--- src/design/sms_ram.sv ---
// generic single-write, single-read ram with registered read data
`default_nettype none
module sms_ram #(
  parameter int WIDTH = 8,
  parameter int DEPTH = 16
) (
  input  wire logic                                 clk,
  input  wire logic                                 we,
  input  wire logic [(DEPTH > 1 ? $clog2(DEPTH) : 1)-1:0] waddr,
  input  wire logic [WIDTH-1:0]                     wdata,
  input  wire logic [(DEPTH > 1 ? $clog2(DEPTH) : 1)-1:0] raddr,
  output logic      [WIDTH-1:0]                     rdata
);
  logic [WIDTH-1:0] mem [DEPTH];

  always_ff @(posedge clk) begin
    if (we) begin
      mem[waddr] <= wdata;
    end
    rdata <= mem[raddr];
  end
endmodule
`default_nettype wire

--- config.mk ---
export PLATFORM = sky130hd
export DESIGN_NAME = sms_ram
export DESIGN_NICKNAME = d
export VERILOG_FILES = /design/src/design/sms_ram.sv
export SDC_FILE = /design/constraint.sdc
export NUM_CORES = 1
export LEC_CHECK = 0
export ABC_AREA = 1
export BUFFER_PORTS_ARGS = -buffer_cell sky130_fd_sc_hd__buf_2
export CAP_MARGIN = 10
export CORE_MARGIN = 2
export CORE_UTILIZATION = 45
export DETAILED_ROUTE_END_ITERATION = 10
export MAX_ROUTING_LAYER = met4
export PLACE_DENSITY = 0.71
export SLEW_MARGIN = 10
export SYNTH_ARGS = -nofsm -noshare
export SYNTH_HDL_FRONTEND = slang
export SYNTH_SLANG_ARGS = --single-unit
--- constraint.sdc ---
create_clock -name clk -period 1.1 [get_ports clk]
set_input_delay 0.22 -clock clk [delete_from_list [all_inputs] [get_ports clk]]
set_output_delay 0.22 -clock clk [all_outputs]
set_load 0.01 [all_outputs]
==> impl_metrics.csv, run 1 <==
group,metric,value,unit
status,status,"finished, violations left",
status,violations,"negative setup slack",
cts,htreeDepth,4,
sta,tightest_slew,0.366,ns
die,rows,41,
pwr,pwr_density_cell,1700,nW/um2
layout,final_util,54.3,%
sta,period_needed,1.10,ns
grt,grt_max_degree,65,
cts,cts-resized-gates,8,
critical_path,endpoint_kind,"primary output",
layout,drive_above_1_share,15.0,%
yosys,async_reset_ff_share,0,%
critical_path,critPathTopFamily,"flip-flops",
die,die_w,117,um
yosys,synth_top_area_share,66.7,%
layout,fillers,1040,
layout,syn_to_final_growth,18.4,%
layout,fin_nets,618,
place,post_dp_cell_area,6260,um2
drt,via_per_inst,4.90,
drt,drtIter0Drc,387,
yosys,synth-edff-count,128,
sta,layout_setup_ws,-0.00179,ns
critical_path,crit_fanout,1,
cts,cts_buffer_depth,2,
critical_path,worstPathRequired,0.88,ns
die,fp.dieArea,13700,um2
critical_path,cp_cell_sequence,"buf_6",
cts,postCtsHoldBufs,0,
grt,antenna_found_initial,0,
grt,grt_pass1_wl,19.3,mm
yosys,synthTopCellsByArea,"edfxtp_1 67%, nand2_1 11%, nand3_1 8.4%",
layout,seq_area,4010,um2
yosys,synth.distinct_cells,12,
yosys,synth_seq_cells,136,
yosys,yosys.cell_count.top_type,"nand2_1",
drt,wl,12.1,mm
drt,dr.pass1.iters,5,
layout,instances_no_fill,785,
yosys,synth_area,5770,um2
critical_path,rrSetupSlack,0.14,ns
yosys,syn-num-nets,569,
layout,stdcell_area,6830,um2
run,drv_cap,0,
place,io_buffers,25,
yosys,yosysWarnings,0,
layout,multi_input_area,1230,um2
drt,vias,3849,
sta,fmaxAchievable,908,MHz
sta,slew_headroom,75.6,%
cts,root_buffer,"clkbuf_16",
cts,clk_latency,0.41,ns
die,initial_core_util,45.9,%
yosys,synth_largest_area_cell,"edfxtp_1",
critical_path,slowest_stage,"dfxtp_4",
min_path,min_path_type,"input port to register",
sta,slew_violations,0,
die,die_y,117,um
yosys,ys_top_cells_by_count,"173 x nand2_1, 128 x edfxtp_1, 100 x inv_1, 97 x nand3_1, 17 x nor2_1",
grt,overflow,0,
drt,antenna_left,0,
yosys,ys.flop_type,"edfxtp_1",
critical_path,cp_num_buf_inv,1,
yosys,syn_inst,551,
cts,cts_tree,"done",
grt,grtUsageTotal,20.2,%
sta,finalHoldViolCount,0,
die,io_pins,26,
cts,numCtsBuffers,17,
pwr,p_total,11.6,mW
critical_path,crit_path_max_incr_delay,0.35,ns
sta,post-route-period-util,100,%
yosys,seq_area_frac_synth,69.4,%
cts,cts.sinks,136,
sta,setup_viol,1,
drt,wl_per_cell,15.4,um
pwr,leakage,2.96,nW
critical_path,crit_path_start_kind,"register",
yosys,syn_avg_cell_area,10.5,um2
place,dp_hpwl,7.77,mm
place,finalWeightedCongestion,0.842,
cts,clk_pin_slew,0.05,ns
place,placed_cells,753,
layout,diodes,0,
cts,cts_setup_buffers,0,
sta,clock_skew,0.00602,ns
sta,setup-tns-final,-0.00179,ns
critical_path,worstPathArrival,0.88,ns
sta,rsz0062_at_grt,"yes",
pwr,peakVddDrop,1190,uV
die,coreArea,12600,um2
critical_path,crit_type,"register to primary output",
grt,grt_pass1_vias,3691,
drt,drc,0,
==> cell usage in the layout, fill, tap and decap left out, types with 2 or more instances in the layout <==
cell type	Yosys	routed
buf_4	4	22
edfxtp_1	128	128
nand3_1	97	97
inv_1	100	100
dfxtp_1	8	2
buf_6	6	6
clkbuf_16	0	17
clkinv_1	0	6
buf_12	0	7
nor2_1	17	12
nand3b_1	2	2
buf_2	13	19
dfxtp_2	0	5
nand2_1	173	173
clkinv_2	0	6
nor2_2	0	5
inv_2	2	2
==> layout make-up <==
| cell class | count | share of cell area (%) |
|---|---|---|
| Inverter | 102 | 5.61 |
| Clock inverter | 14 | 1.32 |
| Timing Repair Buffer | 54 | 6.86 |
| Sequential cell | 136 | 58.8 |
| Multi-Input combinational cell | 289 | 18.0 |
| Tap cell | 172 | 3.15 |
| Clock buffer | 18 | 6.29 |
==> final timing paths <==
check,startpoint,to,cells past startpoint
max,rdata[5],rdata[5],1
min,wdata[1],mem[6][1],1
max reg2reg,mem[7][4],rdata[4],6
min reg2reg,mem[12][5],rdata[5],6
==> per-stage QoR <==
step	hold WS [ns]	setup WS [ns]
3_5_place_dp	0.615	-0.158
4_1_cts	0.178	-0.0223
2_1_floorplan	0.319	-0.0708
6_report	0.184	-0.00179
3_3_place_gp	0.612	-0.154
5_1_grt	0.192	-0.0335
==> logic make-up after synthesis <==
| logic type | Yosys count | share of synthesized area, % |
|---|---|---|
| AND/OR/NAND/NOR | 289 | 21.0 |
| buffers and inverters | 126 | 9.52 |
| flip-flops | 136 | 69.4 |
==> state kept, by name (all words and copies together) (netlist names) <==
signal and cells:
mem 128, rdata 8
==> routing by layer <==
metal	global-route usage [%]	wire, um	vias up
li1	-	-	1870
met1	25.4	5060	1800
met2	31.1	5960	151
met3	4.58	755	28
met4	9.41	311	0
met5	-	0	-
==> power breakdown <==
part	internal, mW	total, mW	switching (mW)	leakage [nW]
combinational	0.270	0.750	0.480	1.48
clock	3.02	4.98	1.96	0.258
sequential	5.80	5.85	0.0443	1.22
(Power assumes the default switching activity.)
==> inputs of run 2 (changes only) <==
--- a/config.mk
+++ b/config.mk
@@ -6,6 +6,7 @@
 export NUM_CORES = 1
 export LEC_CHECK = 0
 export ABC_AREA = 1
+export ABC_CLOCK_PERIOD_IN_PS = 1100
 export BUFFER_PORTS_ARGS = -buffer_cell sky130_fd_sc_hd__buf_2
 export CAP_MARGIN = 10
 export CORE_MARGIN = 2
@@ -13,6 +14,7 @@
 export DETAILED_ROUTE_END_ITERATION = 10
 export MAX_ROUTING_LAYER = met4
 export PLACE_DENSITY = 0.71
+export REMOVE_ABC_BUFFERS = 1
 export SLEW_MARGIN = 10
 export SYNTH_ARGS = -nofsm -noshare
 export SYNTH_HDL_FRONTEND = slang
==> run 2 against run 1 <==
  * The run still ends with negative setup slack left
  * Cell area rose by 1.5%
  * Setup slack gained 0.0013 ns
  * First-iteration DRC count grew 6.7%
  * Critical path type unchanged
==> impl_metrics.csv, run 2 (same netlist as run 1, synthesis figures left out) <==
group,metric,value,unit
status,status,"finished, violations left",
status,violations,"negative setup slack",
cts,numCtsBuffers,17,
place,pre_cts_slack,-0.187,ns
sta,layout_setup_ws,-0.000480,ns
place,placed_cells,754,
sta,fmaxAchievable,909,MHz
sta,slew_headroom,78.3,%
drt,drtIter0Drc,413,
layout,syn_to_final_growth,20.1,%
grt,overflow,0,
layout,layout_common_cells,"173 x nand2_1, 128 x edfxtp_1, 100 x inv_1, 97 x nand3_1, 23 x buf_4",
drt,antenna_left,0,
cts,htreeDepth,4,
grt,grt_pass1_vias,3956,
cts,cts_tree,"done",
cts,clk_latency,0.42,ns
grt,grt_max_degree,65,
critical_path,crit_type,"register to primary output",
drt,dr.pass1.iters,5,
die,rows,41,
drt,drc,0,
place,io_buffers,25,
critical_path,crit_fanout,1,
critical_path,slowest_stage,"dfxtp_2",
grt,grt_pass1_wl,19.8,mm
pwr,pwr_density_cell,1830,nW/um2
sta,holdWs,0.209,ns
layout,top_register,"mem",
critical_path,crit_path_max_incr_delay,0.36,ns
die,io_pins,26,
critical_path,worstPathArrival,0.88,ns
drt,wl,12.7,mm
die,die_y,117,um
sta,finalHoldViolCount,0,
grt,grtUsageTotal,20.8,%
layout,final_common_cell,"nand2_1",
drt,via_per_inst,4.95,
sta,setup-tns-final,-0.000480,ns
grt,antenna_found_initial,0,
sta,post-route-period-util,100,%
pwr,peakVddDrop,857,uV
cts,cts_setup_buffers,0,
place,finalWeightedCongestion,0.848,
critical_path,cp_num_buf_inv,1,
run,drv_cap,0,
drt,wl_per_cell,16.1,um
sta,slew_violations,0,
place,post_dp_cell_area,6250,um2
cts,cts_buffer_depth,2,
min_path,min_path_type,"input port to register",
layout,drive_above_1_share,15.0,%
die,die_w,117,um
sta,tightest_slew,0.326,ns
critical_path,crit_path_start_kind,"register",
cts,clk_pin_slew,0.06,ns
place,dp_hpwl,7.73,mm
cts,cts.sinks,136,
layout,fillers,1025,
sta,period_needed,1.10,ns
pwr,leakage,3.02,nW
die,coreArea,12600,um2
layout,diodes,0,
layout,stdcell_area,6930,um2
sta,clock_skew,0.00679,ns
layout,instances_no_fill,786,
critical_path,worstPathRequired,0.88,ns
critical_path,cp_cell_sequence,"buf_6",
layout,reg_top3,"mem x128, rdata x8",
layout,fin_nets,619,
critical_path,endpoint_kind,"primary output",
layout,seq_area,4010,um2
sta,rsz0062_at_grt,"yes",
critical_path,critPathTopFamily,"flip-flops",
cts,root_buffer,"clkbuf_16",
drt,vias,3891,
die,initial_core_util,45.9,%
layout,largest_reg_flops,128,
sta,setup_viol,1,
layout,multi_input_area,1210,um2
die,fp.dieArea,13700,um2
## run 2: cell types whose count changed in the layout (fill, tap and decap cells not counted), moves of 2 or more
cell       before  now
clkinv_2        6    3
clkinv_1        6    2
clkinv_4        0    2
nor2_1         12   17
nor2_2          5    0
bufinv_16       1    5
## run 2: final timing paths
check / slack, ns / from / end / cells after the start
hold / removal: 0.21 / wdata[1] / mem[0][1] / 1
hold reg to reg: 0.65 / mem[12][2] / rdata[2] / 6
setup reg to reg: 0.14 / mem[1][2] / rdata[2] / 6
setup / recovery: -0.0005 / rdata[0] / rdata[0] / 1
## run 2: per-layer routing
metal,global-route usage [%],up-vias,part of all wire (%)
met3,5.41,36,7.3
met1,24.6,1831,39
met5,-,-,0
met2,33.3,152,50
met4,10.1,0,2.9
li1,-,1872,-
## run 2: area by class of cell
type	count	area share [%]
clock buffer	18	6.20
inverter	102	5.53
clock inverter	14	2.96
tap	172	3.11
timing repair buffer	55	6.77
sequential	136	57.9
multi-input combinational	289	17.5
## run 2: what timing repair did
action                                  CTS  global route
endpoints found under the setup margin    4             5
hold endpoints to repair                  0             0
hold buffers                              0             0
gates resized for setup                   6             5
## run 2: per-stage QoR
step | util (%) | total power [mW]
after floorplan | - | 6.26
after global placement | 49.8 | 6.66
after detailed placement | 49.8 | 6.68
after CTS | 54.9 | 12.8
after global routing | 55.1 | 13.1
final | 55.1 | 12.7
## run 2: report_power, final
part	internal, mW	switching (mW)
sequential	5.80	0.0395
combinational	0.276	0.500
clock	3.99	2.08
total	10.1	2.62
==> inputs of run 3 (changes only) <==
--- a/config.mk
+++ b/config.mk
@@ -9,6 +9,7 @@
 export ABC_CLOCK_PERIOD_IN_PS = 1100
 export BUFFER_PORTS_ARGS = -buffer_cell sky130_fd_sc_hd__buf_2
 export CAP_MARGIN = 10
+export CORE_ASPECT_RATIO = 1.1
 export CORE_MARGIN = 2
 export CORE_UTILIZATION = 45
 export DETAILED_ROUTE_END_ITERATION = 10
==> run 3 against run 2 <==
  * Critical path type unchanged
  * Clock power is 9.9% lower
  * Count of clock-buffer cells in the layout is 2 higher
  * Largest cell class unchanged
  * The flow still finishes with violations (negative setup slack)
  * Critical endpoint is now rdata[6]
  * Register-to-register slack worse by 0.03 ns
  * Critical path depth stayed put
  * Total power is 4.4% lower
==> impl_metrics.csv, run 3 (same netlist as run 1, synthesis figures left out) <==
group,metric,value,unit
layout,syn_to_final_growth,20.0,%
critical_path,cp_num_buf_inv,1,
critical_path,cp_cell_sequence,"buf_6",
sta,layout_setup_ws,-0.00148,ns
sta,slew_violations,0,
critical_path,worstPathArrival,0.88,ns
pwr,power_frac_comb,6.7,%
run,drv_cap,0,
cts,numCtsBuffers,17,
status,violations,"negative setup slack",
layout,top_register,"mem",
cts,clk_latency,0.41,ns
layout,final_common_cell,"nand2_1",
drt,drtIter0Drc,326,
drt,vias,3986,
grt,overflow,0,
sta,finalHoldViolCount,0,
cts,htreeDepth,4,
cts,cts_buffer_depth,2,
pwr,pwr-share-clk,45.1,%
die,die_y,123,um
critical_path,endpoint_kind,"primary output",
place,post_dp_cell_area,6300,um2
die,fp.dieArea,13700,um2
sta,period_needed,1.10,ns
grt,grt_max_degree,36,
cts,postCtsHoldBufs,0,
cts,cts_tree,"done",
sta,rsz0062_at_grt,"yes",
die,die_w,112,um
layout,fillers,1003,
critical_path,crit_type,"register to primary output",
place,finalWeightedCongestion,0.839,
cts,clk_pin_slew,0.05,ns
pwr,p_sw,2.52,mW
critical_path,crit_path_start_kind,"register",
drt,wl_per_cell,16.9,um
drt,via_per_inst,5.10,
layout,seq_area,4010,um2
status,status,"finished, violations left",
die,io_pins,26,
grt,grt_pass1_wl,20.7,mm
pwr,power.internal,9.61,mW
place,dp_hpwl,8.46,mm
cts,cts.sinks,136,
sta,holdWs,0.183,ns
pwr,peakVddDrop,1050,uV
sta,fmaxAchievable,908,MHz
die,coreArea,12500,um2
grt,grt_pass1_vias,4048,
place,pre_cts_slack,-0.210,ns
drt,wl,13.2,mm
drt,dr.pass1.iters,5,
layout,fin_nets,631,
critical_path,crit_path_max_incr_delay,0.36,ns
drt,drc,0,
layout,diodes,0,
die,initial_core_util,46.0,%
pwr,pwr_density_cell,1750,nW/um2
grt,antenna_found_initial,0,
critical_path,crit_fanout,1,
layout,layout_common_cells,"173 x nand2_1, 128 x edfxtp_1, 100 x inv_1, 95 x nand3_1, 37 x buf_4",
min_path,min_path_type,"input port to register",
layout,largest_reg_flops,128,
drt,antenna_left,0,
pwr,seqPwrFrac,48.2,%
critical_path,slowest_stage,"dfxtp_4",
cts,root_buffer,"clkbuf_16",
sta,clock_skew,0.00726,ns
layout,multi_input_area,1220,um2
sta,setup_viol,1,
pwr,leakage,3.05,nW
pwr,p_total,12.1,mW
layout,reg_top3,"mem x128, rdata x8",
sta,tightest_slew,0.351,ns
layout,stdcell_area,6920,um2
critical_path,worstPathRequired,0.88,ns
sta,post-route-period-util,100,%
critical_path,critPathTopFamily,"flip-flops",
cts,cts_setup_buffers,0,
pwr,p_sw_share,20.8,%
place,io_buffers,25,
sta,slew_headroom,76.6,%
layout,drive_above_1_share,16.5,%
die,rows,43,
grt,grtUsageTotal,20.9,%
==> run 3: through the flow <==
step	instances	utilization, %	setup TNS (ns)
after detailed placement	751	50.3	-10.18
after floorplan	527	-	-6.98
after global placement	751	50.3	-8.18
after global routing	782	55.2	-0.0215
after CTS	782	55.0	-0.0132
final	782	55.2	-0.00148
==> run 3: worst paths after layout <==
kind	slack [ns]	start	end	depth (start not counted)
setup / recovery	-0.001	rdata[6]	rdata[6]	1
hold / removal	0.18	raddr[3]	rdata[5]	3
setup reg to reg	0.11	mem[4][1]	rdata[1]	6
hold reg to reg	0.68	mem[2][3]	rdata[3]	6
==> run 3: power groups by stage <==
stage	clock, mW	sequential [mW]	combinational [mW]
after CTS	5.52	5.84	0.790
final	5.47	5.85	0.808
after global routing	5.73	5.86	0.887
after global placement	0	5.94	0.756
after floorplan	0	5.95	0.313
after detailed placement	0	5.94	0.772
==> run 3: per-layer routing <==
layer | GRT usage [%] | share of wire, %
met4 | 9.83 | 3.0
met2 | 34.7 | 48
met3 | 4.84 | 7.9
met5 | - | 0
met1 | 24.5 | 41
==> run 3: timing repair <==
action | 4_1_cts | 5_1_grt
cloned | 0 | 0
resized for setup | 8 | 5
endpoints found under the setup margin | 5 | 6
==> run 3: area by class of cell <==
class	instances	share of cell area, %
Clock buffer	20	6.31
Clock inverter	11	1.90
Inverter	102	5.53
Multi-Input combinational cell	289	17.7
Sequential cell	136	58.0
Tap cell	157	2.84
Timing Repair Buffer	67	7.72
